`src/hdl/cptmr_pkg.sv`:
```
// Shared types, operation codes and the prescaler table for the cascaded reload timers.
package cptmr_pkg;

    // Default timer count
    localparam int TIMER_COUNT_DEF = 4;

    // Field widths
    localparam int OP_W    = 2;
    localparam int IDX_W   = 2;
    localparam int DATA_W  = 16;
    localparam int IRQ_W   = 4;
    localparam int FIFO_W  = 2;
    localparam int PCNT_W  = 10;
    localparam int PSEL_W  = 2;

    // Operation codes
    localparam logic [OP_W-1:0] OP_TICK   = 2'd0;
    localparam logic [OP_W-1:0] OP_RELOAD = 2'd1;
    localparam logic [OP_W-1:0] OP_CTRL   = 2'd2;
    localparam logic [OP_W-1:0] OP_READ   = 2'd3;

    // Control word bit positions
    localparam int CTRL_CU_BIT  = 2;
    localparam int CTRL_IRQ_BIT = 6;
    localparam int CTRL_EN_BIT  = 7;

    localparam logic [DATA_W-1:0] COUNT_MAX = '1;

    // Input beat
    typedef struct packed {
        logic [OP_W-1:0]   op;
        logic [IDX_W-1:0]  timer_index;
        logic [DATA_W-1:0] write_data;
    } t_in_beat;

    // Output beat
    typedef struct packed {
        logic [DATA_W-1:0] read_data;
        logic [IRQ_W-1:0]  irq_pulses;
        logic [FIFO_W-1:0] fifo_strobes;
    } t_out_beat;

    // Per-cell command from the top level
    typedef struct packed {
        logic              tick;
        logic              wr_reload;
        logic              wr_ctrl;
        logic [DATA_W-1:0] data;
    } t_cell_cmd;

    // Per-cell status towards the top level
    typedef struct packed {
        logic [DATA_W-1:0] count;
        logic              ovf;
        logic              irq;
    } t_cell_stat;

    // Prescale period: 1, 64, 256 or 1024 ticks
    function automatic logic [PCNT_W:0] prescale_period(input logic [PSEL_W-1:0] sel);
        logic [PCNT_W:0] period;
        case (sel)
            2'd0:    period = 11'd1;
            2'd1:    period = 11'd64;
            2'd2:    period = 11'd256;
            default: period = 11'd1024;
        endcase
        return period;
    endfunction

endpackage

```
`src/hdl/cascaded_prescaled_reload_timers_core.sv`:
```
// Top level of the cascaded prescaled reload timers: bus decode, cell chain and output register.
//
// A row of TIMER_COUNT 16-bit up-counting reload timers. Each accepted beat is either a clock
// tick or a bus access (reload write, control write, counter read) and yields exactly one
// result beat. One beat is accepted every cycle while the output stage is free or draining: the
// whole tick, including the overflow carry that ripples from each timer to the next through the
// cell chain, is combinational; a registered output stage holds the result, and a new beat can
// enter as the previous one is taken. The result appears in the cycle after acceptance. Timers
// are started by a control write with bit 7 set (bits 1:0 prescale, bit 2 count-up, bit 6 irq).
module cascaded_prescaled_reload_timers_core #(
    parameter int TIMER_COUNT = cptmr_pkg::TIMER_COUNT_DEF
) (
    input  logic                  i_clk,
    input  logic                  i_rst_n,
    input  logic                  i_in_valid,
    output logic                  o_in_ready,
    input  cptmr_pkg::t_in_beat   i_in_data,
    output logic                  o_out_valid,
    input  logic                  i_out_ready,
    output cptmr_pkg::t_out_beat  o_out_data
);

    logic                    r_out_valid;
    cptmr_pkg::t_out_beat    r_out, n_out;
    logic                    w_accept;

    cptmr_pkg::t_cell_cmd    w_cmd  [TIMER_COUNT];
    cptmr_pkg::t_cell_stat   w_stat [TIMER_COUNT];
    logic [TIMER_COUNT-1:0]  w_sel;

    // Handshake: take a beat whenever the output stage is free or draining
    assign o_in_ready = ~r_out_valid | i_out_ready;
    assign w_accept   = i_in_valid & o_in_ready;

    // Decode the bus access and build the cell chain
    for (genvar g = 0; g < TIMER_COUNT; g++) begin : g_cell
        assign w_sel[g] = (32'(i_in_data.timer_index) == g);

        assign w_cmd[g].tick      = w_accept & (i_in_data.op == cptmr_pkg::OP_TICK);
        assign w_cmd[g].wr_reload = w_accept & w_sel[g] & (i_in_data.op == cptmr_pkg::OP_RELOAD);
        assign w_cmd[g].wr_ctrl   = w_accept & w_sel[g] & (i_in_data.op == cptmr_pkg::OP_CTRL);
        assign w_cmd[g].data      = i_in_data.write_data;

        if (g == 0) begin : g_first
            cptmr_cell u_cell (
                .i_clk   (i_clk),
                .i_rst_n (i_rst_n),
                .i_cmd   (w_cmd[g]),
                .i_carry (1'b0),
                .o_stat  (w_stat[g])
            );
        end else begin : g_rest
            cptmr_cell u_cell (
                .i_clk   (i_clk),
                .i_rst_n (i_rst_n),
                .i_cmd   (w_cmd[g]),
                .i_carry (w_stat[g-1].ovf),
                .o_stat  (w_stat[g])
            );
        end
    end

    // Gather read data, interrupt pulses and FIFO strobes
    always_comb begin
        n_out = '0;
        for (int t = 0; t < TIMER_COUNT; t++) begin
            if (i_in_data.op == cptmr_pkg::OP_READ && w_sel[t]) begin
                n_out.read_data = w_stat[t].count;
            end
            if (t < cptmr_pkg::IRQ_W) begin
                n_out.irq_pulses[2'(t)] = w_stat[t].irq;
            end
            if (t < cptmr_pkg::FIFO_W) begin
                n_out.fifo_strobes[1'(t)] = w_stat[t].ovf;
            end
        end
    end

    // Output stage: hold the result until it is taken
    always_ff @(posedge i_clk) begin
        if (!i_rst_n) begin
            r_out_valid <= 1'b0;
        end else if (o_in_ready) begin
            r_out_valid <= i_in_valid;
        end
    end

    always_ff @(posedge i_clk) begin
        if (w_accept) begin
            r_out <= n_out;
        end
    end

    assign o_out_valid = r_out_valid;
    assign o_out_data  = r_out;

    // A bus access never reports overflow activity
    a_bus_no_events: assert property (@(posedge i_clk) disable iff (!i_rst_n)
        (w_accept && i_in_data.op != cptmr_pkg::OP_TICK)
        |=> (r_out.irq_pulses == '0 && r_out.fifo_strobes == '0))
        else $error("overflow activity reported on a bus access");

    // Read data is zero unless the beat was a read
    a_rd_zero: assert property (@(posedge i_clk) disable iff (!i_rst_n)
        (w_accept && i_in_data.op != cptmr_pkg::OP_READ) |=> (r_out.read_data == '0))
        else $error("read data nonzero on a non-read beat");

    // Every accepted beat produces a result on the next cycle
    a_result_follows: assert property (@(posedge i_clk) disable iff (!i_rst_n)
        w_accept |=> r_out_valid)
        else $error("accepted beat produced no result");

endmodule

```
`src/hdl/cptmr_cell.sv`:
```
// One timer cell: counter, reload, control bits and prescaler, with carry in from the cell below.
module cptmr_cell (
    input  logic                   i_clk,
    input  logic                   i_rst_n,
    input  cptmr_pkg::t_cell_cmd   i_cmd,
    input  logic                   i_carry,
    output cptmr_pkg::t_cell_stat  o_stat
);

    logic [cptmr_pkg::DATA_W-1:0] r_count, n_count;
    logic [cptmr_pkg::DATA_W-1:0] r_reload, n_reload;
    logic [cptmr_pkg::PSEL_W-1:0] r_psel, n_psel;
    logic                         r_cu, n_cu;
    logic                         r_irq_en, n_irq_en;
    logic                         r_running, n_running;
    logic [cptmr_pkg::PCNT_W-1:0] r_pcount, n_pcount;
    logic                         r_delay, n_delay;

    logic [cptmr_pkg::PCNT_W:0]   w_pnext;
    logic                         w_fire;
    logic                         w_advance;
    logic                         w_at_max;
    logic                         w_ovf;
    logic                         w_enable;

    // Prescaler compare and advance decision
    assign w_pnext   = {1'b0, r_pcount} + 11'd1;
    assign w_fire    = (w_pnext >= cptmr_pkg::prescale_period(r_psel));
    assign w_advance = r_running & (r_cu ? i_carry : (~r_delay & w_fire));
    assign w_at_max  = (r_count == cptmr_pkg::COUNT_MAX);
    assign w_ovf     = i_cmd.tick & w_advance & w_at_max;
    assign w_enable  = i_cmd.data[cptmr_pkg::CTRL_EN_BIT];

    // Next-state logic for tick, reload write and control write
    always_comb begin
        n_count   = r_count;
        n_reload  = r_reload;
        n_psel    = r_psel;
        n_cu      = r_cu;
        n_irq_en  = r_irq_en;
        n_running = r_running;
        n_pcount  = r_pcount;
        n_delay   = r_delay;
        if (i_cmd.tick) begin
            // advance prescaler, swallowing the first tick after start
            if (r_running && !r_cu) begin
                if (r_delay) begin
                    n_delay = 1'b0;
                end else if (w_fire) begin
                    n_pcount = '0;
                end else begin
                    n_pcount = w_pnext[cptmr_pkg::PCNT_W-1:0];
                end
            end
            if (w_advance) begin
                n_count = w_at_max ? r_reload : r_count + 16'd1;
            end
        end
        if (i_cmd.wr_reload) begin
            n_reload = i_cmd.data;
        end
        if (i_cmd.wr_ctrl) begin
            n_psel   = i_cmd.data[cptmr_pkg::PSEL_W-1:0];
            n_cu     = i_cmd.data[cptmr_pkg::CTRL_CU_BIT];
            n_irq_en = i_cmd.data[cptmr_pkg::CTRL_IRQ_BIT];
            if (w_enable && !r_running) begin
                n_count   = r_reload;
                n_pcount  = '0;
                n_delay   = ~i_cmd.data[cptmr_pkg::CTRL_CU_BIT];
                n_running = 1'b1;
            end else if (!w_enable && r_running) begin
                n_running = 1'b0;
                n_delay   = 1'b0;
            end
        end
    end

    // Hold state
    always_ff @(posedge i_clk) begin
        if (!i_rst_n) begin
            r_count   <= '0;
            r_reload  <= '0;
            r_psel    <= '0;
            r_cu      <= 1'b0;
            r_irq_en  <= 1'b0;
            r_running <= 1'b0;
            r_pcount  <= '0;
            r_delay   <= 1'b0;
        end else begin
            r_count   <= n_count;
            r_reload  <= n_reload;
            r_psel    <= n_psel;
            r_cu      <= n_cu;
            r_irq_en  <= n_irq_en;
            r_running <= n_running;
            r_pcount  <= n_pcount;
            r_delay   <= n_delay;
        end
    end

    // Report status
    assign o_stat.count = r_count;
    assign o_stat.ovf   = w_ovf;
    assign o_stat.irq   = w_ovf & r_irq_en;

endmodule

```
`config.mk`:
```
export PLATFORM = sky130hd
export DESIGN_NAME = cascaded_prescaled_reload_timers_core
export DESIGN_NICKNAME = d
export VERILOG_FILES = /design/src/hdl/cptmr_pkg.sv /design/src/hdl/cascaded_prescaled_reload_timers_core.sv /design/src/hdl/cptmr_cell.sv
export SDC_FILE = /design/constraint.sdc
export NUM_CORES = 1
export LEC_CHECK = 0
export ABC_AREA = 0
export BUFFER_PORTS_ARGS = -buffer_cell sky130_fd_sc_hd__buf_2
export CORE_MARGIN = 2
export CORE_UTILIZATION = 62
export CTS_CLUSTER_DIAMETER = 150
export DETAILED_ROUTE_END_ITERATION = 12
export GPL_ROUTABILITY_DRIVEN = 1
export PLACE_DENSITY = 0.87
export RECOVER_POWER = 50
export SYNTH_ARGS = -nofsm -noshare
export SYNTH_HDL_FRONTEND = slang
export SYNTH_SLANG_ARGS = --single-unit
export TNS_END_PERCENT = 5
```
`constraint.sdc`:
```
create_clock -name i_clk -period 5.1 [get_ports i_clk]
set_input_delay 0.51 -clock i_clk [delete_from_list [all_inputs] [get_ports i_clk]]
set_output_delay 0.51 -clock i_clk [all_outputs]
set_load 0.005 [all_outputs]
```
# Word level (Yosys, flattened, before mapping)
# Cells that the tools add are included.
[word_totals] elab_cells=224 in_bits=24 register_bits=210 out_inout_bits=24
[op_classes] addsub=8 eq_ne=18 n_bitwise=37 mux=84 n_lt_le_gt_ge=4 n_reduce_logical=39
[ops] op="$mux W16" n=24
[ops] op="$mux W10" n=24
[ops] op="$pmux W11 S3" n=4
[ops] op="$add A16 B1 Y16 const B" n=4
[ops] op="$eq A16 B16 Y1 const B" n=4
[ops] op="$add A10 B1 Y11 const B" n=4
[ops] op="$ge A11 B11 Y1" n=4
[ops] op="$mux W1" n=32
[ops] op="$and A1 B1 Y1" n=30
[ops] op="$eq A2 B2 Y1 const B" n=8
[ops] op="$logic_and A1 B1 Y1" n=16
[ops] op="$eq A2 B1 Y1 const B" n=6
[ops] op="$logic_not A2 Y1" n=6
[ops] op="$logic_not A1 Y1" n=9
[ops] op="$reduce_and A2 Y1" n=4
[ops] op="$reduce_bool A2 Y1" n=4
[ops] op="$not A1 Y1" n=6
[ops] op="$or A1 B1 Y1" n=1

# Longest topological paths before layout
[logic_depth] word_depth=22 depth_mapped=17 ltp_nobuf=14

# Cells and area by module
# From an unflattened synthesis, not the netlist that was laid out.
[unflattened] cells_unflattened=1460 area_unflattened_um2=12731.0
[by_module_without_submodules] module="cptmr_cell at g_cell[2].g_rest.u_cell" cells_per_inst=344 seq_area_each_um2=960.9 area_each_um2=2957.8 n_inst=1
[by_module_without_submodules] module="cptmr_cell at g_cell[3].g_rest.u_cell" cells_per_inst=335 seq_area_each_um2=960.9 area_each_um2=2817.7 n_inst=1
[by_module_without_submodules] module="cptmr_cell at g_cell[1].g_rest.u_cell" cells_per_inst=332 seq_area_each_um2=960.9 area_each_um2=2812.7 n_inst=1
[by_module_without_submodules] module="cptmr_cell at g_cell[0].g_first.u_cell" cells_per_inst=341 seq_area_each_um2=960.9 area_each_um2=2806.4 n_inst=1
[by_module_without_submodules] module="cascaded_prescaled_reload_timers_core" cells_per_inst=108 seq_area_each_um2=590.6 area_each_um2=1336.3 n_inst=1

# Least setup slack after synthesis
# OpenSTA, ideal clock, no wires.
[synth_timing] kind="reg-to-reg" startpoint="register g_cell[1].g_rest.u_cell.r_pcount[0] (netlist bit)" endpoint="register g_cell[3].g_rest.u_cell.r_count[12] (netlist bit)" required_time_ns=4.978 slack_ns=1.505 t_arrival_ns=3.473 path_stages_with_launch=16 path_cell_list="dfxtp_1 -> ha_1 -> and3_1 -> and3_1 -> clkbuf_1 -> nand3_1 -> xnor2_1 -> ha_1 -> a211oi_1 -> or3b_2 -> a41oi_2 -> o2111ai_4 -> a21oi_4 -> buf_6 -> a21oi_1 -> a311o_1"
[synth_between] elab_chain_cells=17
[synth_lines] item="from (decl)" line="cptmr_cell.sv:16" text="logic [cptmr_pkg::PCNT_W-1:0] r_pcount, n_pcount;"
[synth_lines] item="from (signal assigned)" line="cptmr_cell.sv:96" text="r_pcount <= n_pcount;"
[synth_lines] item="$add A10 B1 Y11 (*)" line="cptmr_cell.sv:27" text="assign w_pnext = {1'b0, r_pcount} + 11'd1;"
[synth_lines] item="$ge A11 B11 Y1 (*)" line="cptmr_cell.sv:28" text="assign w_fire = (w_pnext >= cptmr_pkg::prescale_period(r_psel));"
[synth_lines] item="$and A1 B1 Y1 (*)" line="cptmr_cell.sv:29" text="assign w_advance = r_running & (r_cu ? i_carry : (~r_delay & w_fire));"
[synth_lines] item="$mux W1 (*)" line="cptmr_cell.sv:29"
[synth_lines] item="$and A1 B1 Y1 (*)" line="cptmr_cell.sv:29"
[synth_lines] item="$and A1 B1 Y1 (*) (2 in series)" line="cptmr_cell.sv:31" text="assign w_ovf = i_cmd.tick & w_advance & w_at_max;"
[synth_lines] item="$mux W1 (*)" line="cptmr_cell.sv:29"
[synth_lines] item="$and A1 B1 Y1 (*)" line="cptmr_cell.sv:29"
[synth_lines] item="$and A1 B1 Y1 (*) (2 in series)" line="cptmr_cell.sv:31"
[synth_lines] item="$mux W1 (*)" line="cptmr_cell.sv:29"
[synth_lines] item="$and A1 B1 Y1 (*)" line="cptmr_cell.sv:29"
[synth_lines] item="$mux W16 (*)" line="cptmr_cell.sv:55" text="if (w_advance) begin"
[synth_lines] item="$mux W16 (*)" line="cptmr_cell.sv:44" text="if (i_cmd.tick) begin"
[synth_lines] item="$mux W16" line="cptmr_cell.sv:66" text="if (w_enable && !r_running) begin"
[synth_lines] item="$mux W16 (*)" line="cptmr_cell.sv:62" text="if (i_cmd.wr_ctrl) begin"
[synth_lines] item="to (signal assigned)" line="cptmr_cell.sv:90" text="r_count <= n_count;"
[synth_lines] item="to (decl)" line="cptmr_cell.sv:10" text="logic [cptmr_pkg::DATA_W-1:0] r_count, n_count;"
# Every way passes the cells marked *; elsewhere a longest branch is shown, timed or not.
# A chain may end at the register's enable or synchronous reset.

==> flow_results.org <==
** Critical path
- Class of the most critical setup path :: in -> reg
- In this run the worst setup path terminates at g_cell[0].g_first.u_cell.r_count[4]$_SDFF_PN0_.
- The worst setup path is captured at a register.
- Worst Setup SP :: i_rst_n
- Maximum net fanout on the critical path :: 51
- Delay of the slowest cell on the worst path :: slightly below 2 ns
- Worst endpoint data arrival time :: 4.73 ns
- The worst setup path is launched from an input port.
- The worst register-to-register path begins at g_cell[0].g_first.u_cell.r_pcount[0]$_SDFF_PN0_.
- For flop-to-flop paths, the worst setup slack is just over 0.8 ns.
- The largest individual stage delay along the critical path comes from the cell clkbuf_1.
- Worst reg2reg path endpoint :: g_cell[3].g_rest.u_cell.r_count[12]$_SDFF_PN0_
- Library cell appearing most often on the critical path :: clkbuf_1
- The number of cells on the worst reg-to-reg path is 15.
- Cells along the critical path :: clkbuf_1 > inv_1 > clkbuf_1 > nor2_1 > a32o_1
- Endpoint required time on the critical path :: around 5.5 ns

** Layout
- Post-route cell area :: 0.0124 mm2
- Share of layout cells above drive strength 1 :: approximately 7.4%
- Leaving out fill and tap cells, the most frequent cell in the layout is nand2_1.
- After filler insertion, the fill cell instance count of the layout stands at ~1.4k.
- Combined area of the multi-input logic cells :: approximately 0.0065 mm2
- In the layout the commonest cells are 274 x nand2_1, 191 x dfxtp_1, 166 x a21oi_1.
- Layout Area Growth over Synthesis :: 9.04%
- Antenna Cells :: 0
- Number of nets in the layout :: roughly 1.5k
- Across the whole layout, storage elements account for between 0.004 and 0.005 mm2.

** Clock network
- Clock sink total :: 210
- CTS built an H-tree with a depth of 1.
- Buffers inserted during clock tree synthesis total 23.
- Root Buffer Master :: clkbuf_16
- Once the clock tree was built, the resizer swapped 0 gates to a different size.
- Clock-pin transition on the worst setup and hold timing paths :: roughly 0.060 ns
- After clock tree synthesis, the setup repair step added 0 buffers.
- TritonCTS built the clock tree.
- Cts hold-fix bufs :: 0
- No sink is reached through more buffers than the 3 on the longest clock path.
- The clock reaches the later pin of the worst-skew pair after roughly 0.52 ns.

** Logic synthesis
- Mapped Avg Cell Area :: slightly below 8 um2
- Cell Area, Synth :: between 0.01 and 0.015 mm2
- Measured against the total synthesized area, the mux share comes to roughly 1.1%.
- Summing the areas of all fa, ha and maj instances in the mapped netlist gives around 3.5% of the synthesized area.
- Dominant combinational cell family by area after synthesis :: simple AND/OR/NAND/NOR gates
- Share of synthesized registers carrying an async set or reset :: 0%
- Count of yosys warnings during synthesis :: 0
- Synthesis-stage register bit count :: 210
- Number of unique standard cell types used by synthesis :: a little under 80
- Dominant synthesized flop cell :: dfxtp_1
- After Yosys synthesis, and, or, nand and nor cells account for between 20 and 30% of the synthesized area.
- Seq/Total Area, Yosys :: between 30 and 40%
- EDFF count, synth :: 19
- Complex-gate fraction of the synthesized area :: between 20% and 30%
- After Yosys synthesis, XOR and XNOR cells account for under 10% of the synthesized area.
- Count of mapped cells out of synthesis :: between 1k and 1.5k

** Placed design
- Setup WS pre-CTS :: between 0.9 and 1 ns
- In this run the tool buffered the top-level ports with 44 buffer cells.
- The congestion estimate from routability-driven global placement came to slightly above 1.
- HPWL Detailed :: roughly 23000 um
- Once placement finished, the instance area stood at roughly 0.012 mm2.

** GRT
- Maximum number of pins on one net before global-route repair :: 52
- Global routing used roughly a third of the available tracks.
- The first global-routing pass estimated between 50000 and 60000 um of wire.
- After global routing the overflow that remains totals 0.
- Via count of the first global-routing pass :: roughly 10k
- The number of antenna violations at the first check in global routing came to 0.

** Power
- Power Dens Cells :: ~290 mW/mm2
- Across the VDD grid, the largest voltage drop is just over 300 uV.
- Net switching power :: between 0.0008 and 0.0009 W
- Sw Share :: between 20% and 30%
- Proportion of power drawn by flip-flops and latches :: a little under half
- In this run the static leakage power is approximately 4.4 nW.
- Comb pwr share :: between 4 and 5%
- Relative contribution of the clock network to total power :: a little under half
- Int Power :: between 0.002 and 0.003 W

** Route
- Total Routed Length :: roughly 32000 um
- The first detailed-routing pass ran for 9 iterations.
- DRT antenna net count :: 0
- Starting DRC count in detailed routing :: 1638
- In the routed layout, each cell is associated on average with a via count of 6.57.
- Routed len/inst :: ~19 um
- Vias after detailed routing :: roughly 11k
- Post-route DRC :: 0

** Floorplan
- After floorplanning, the core was sized to cover around 0.018 mm2.
- Number of ports placed on the die boundary :: 48
- Initial Utilization :: a little over three fifths
- Measured along the y axis, the die boundary spans about 140 um.
- Die boundary width :: around 140 um
- Cell Rows :: about 50
- Die footprint :: 0.0194 mm2

** STA
- After layout, the minimum clock period comes to ~4.3 ns.
- In the final timing run, aggregate negative setup slack is 0 ns.
- Setup-violating endpoint count in the final report :: 0
- Top achievable clock speed :: 0.231 GHz
- Worst max-slew margin expressed relative to the limit :: -76.2%
- Total count of max-transition violations in the final report :: 52
- Hold Violations, Final :: 0
- Unrepaired setup endpoints after global routing :: false
- Final worst clock skew :: between 0.015 and 0.02 ns
- Across all setup checks in the final design, the least slack found is slightly below 0.8 ns.
- Transition at the pin with the smallest max-transition slack :: about 2.6 ns
- Share of the cycle needed by the critical path after routing :: between 80% and 90%

** Run status
- The checks that failed: capacitance limit, slew limit.
- Status :: finished with violations

** Worst hold path
- In this run the worst hold path is classified as in -> reg.
- Start point of the worst min-delay path :: i_in_valid

** Run
- Max Cap Violations :: 1
-- worst max-delay path: cells and delay by family --
kind / cells / cell delay (ns)
buffers and inverters: 3 / 3.28
AOI/OAI and AO/OA: 1 / 0.40
and+or+nand+nor: 1 / 0.47
-- worst min-delay path by stage --
stage / to / slack [ns] / cells after the start
after CTS: o_out_valid$_SDFFE_PN0N_ / 0.26 / 3
after detailed placement: g_cell[0].g_first.u_cell.r_irq_en$_SDFFE_PN0P_ / 0.45 / 2
final: o_out_valid$_SDFFE_PN0N_ / 0.27 / 3
after floorplan: g_cell[0].g_first.u_cell.r_irq_en$_SDFFE_PN0P_ / 0.43 / 2
after global routing: o_out_valid$_SDFFE_PN0N_ / 0.28 / 3
after global placement: g_cell[1].g_rest.u_cell.r_reload[6]$_SDFFE_PN0P_ / 0.44 / 2
-- Yosys cell counts, drive strengths merged (5+ instances only) --
master	n	area, um2
nand2	274	1030
dfxtp	191	3820
a21oi	167	847
nor2	138	518
o21ai	81	405
clkbuf	67	253
nand3	59	295
nor3	36	180
ha	32	400
inv	30	113
a22oi	28	210
and3	28	175
nand4	22	138
or3	21	131
xor2	21	184
edfxtp	19	571
xnor2	18	158
buf	16	92.6
nand2b	16	100
o22ai	14	87.6
a31oi	13	81.3
mux2i	13	130
and2	12	75.1
nand3b	12	90.1
nor4	12	81.3
a211oi	10	75.1
a222oi	9	90.1
nor2b	9	56.3
a311oi	6	52.6
o31ai	6	45.0
a2111oi	5	93.8
o211ai	5	37.5
o221a	5	56.3
-- per-layer routing --
metal	global-route usage (%)	part of all wire [%]
met5	0	0
met1	46.2	41
met3	5.52	10
met2	50.8	44
met4	14.5	4.2
-- sequential cells by signal (all words and copies together), names as in the netlist --
register	cells
g_cell.g_first.u_cell.r_reload	16
g_cell.g_rest.u_cell.r_irq_en	1
g_cell.g_first.u_cell.r_irq_en	1
g_cell.g_first.u_cell.r_pcount	10
o_out_data	19
g_cell.g_rest.u_cell.r_psel	6
g_cell.g_first.u_cell.r_cu	1
g_cell.g_rest.u_cell.r_cu	3
g_cell.g_rest.u_cell.r_reload	48
g_cell.g_first.u_cell.r_psel	2
g_cell.g_rest.u_cell.r_count	48
g_cell.g_first.u_cell.r_running	1
g_cell.g_rest.u_cell.r_delay	3
g_cell.g_first.u_cell.r_delay	1
g_cell.g_first.u_cell.r_count	16
o_out_valid	1
g_cell.g_rest.u_cell.r_running	3
g_cell.g_rest.u_cell.r_pcount	30
-- cells by family (layout without fill, tap and decap cells) --
group / count (synthesis) / in the layout
buf+inv: 113 / 128
mux: 13 / 13
simple gates: 661 / 661
fa+ha+maj: 32 / 32
compound gates: 397 / 397
other cells: 1 / 3
xor+xnor: 39 / 39
flops: 210 / 210
-- power by group through the flow --
stage | Clock (W) | Sequential, W | Combinational [W]
4_1_cts | 0.00170 | 0.00170 | 0.000146
3_3_place_gp | 0 | 0.00173 | 0.000142
5_1_grt | 0.00177 | 0.00170 | 0.000160
3_5_place_dp | 0 | 0.00173 | 0.000145
6_report | 0.00169 | 0.00170 | 0.000149
2_1_floorplan | 0 | 0.00173 | 0.0000876
-- through the flow --
step                      utilization [%]  std cells  hold WS (ns)  power (W)
after floorplan                         -       1468         0.432    0.00182
after global placement               64.6       1671         0.438    0.00187
after detailed placement             64.6       1671         0.447    0.00188
after CTS                            68.9       1712         0.264    0.00355
after global routing                 68.8       1712         0.280    0.00363
final                                68.8       1712         0.267    0.00354
-- cell type report --
class,instances,area share [%]
Sequential cell,210,35.6
Clock buffer,28,4.97
Inverter,30,0.911
Multi-Input combinational cell,1145,52.6
Clock inverter,13,1.19
Tap cell,229,2.32
Timing Repair Buffer,57,2.44
Power figures use the tool's default switching activity.
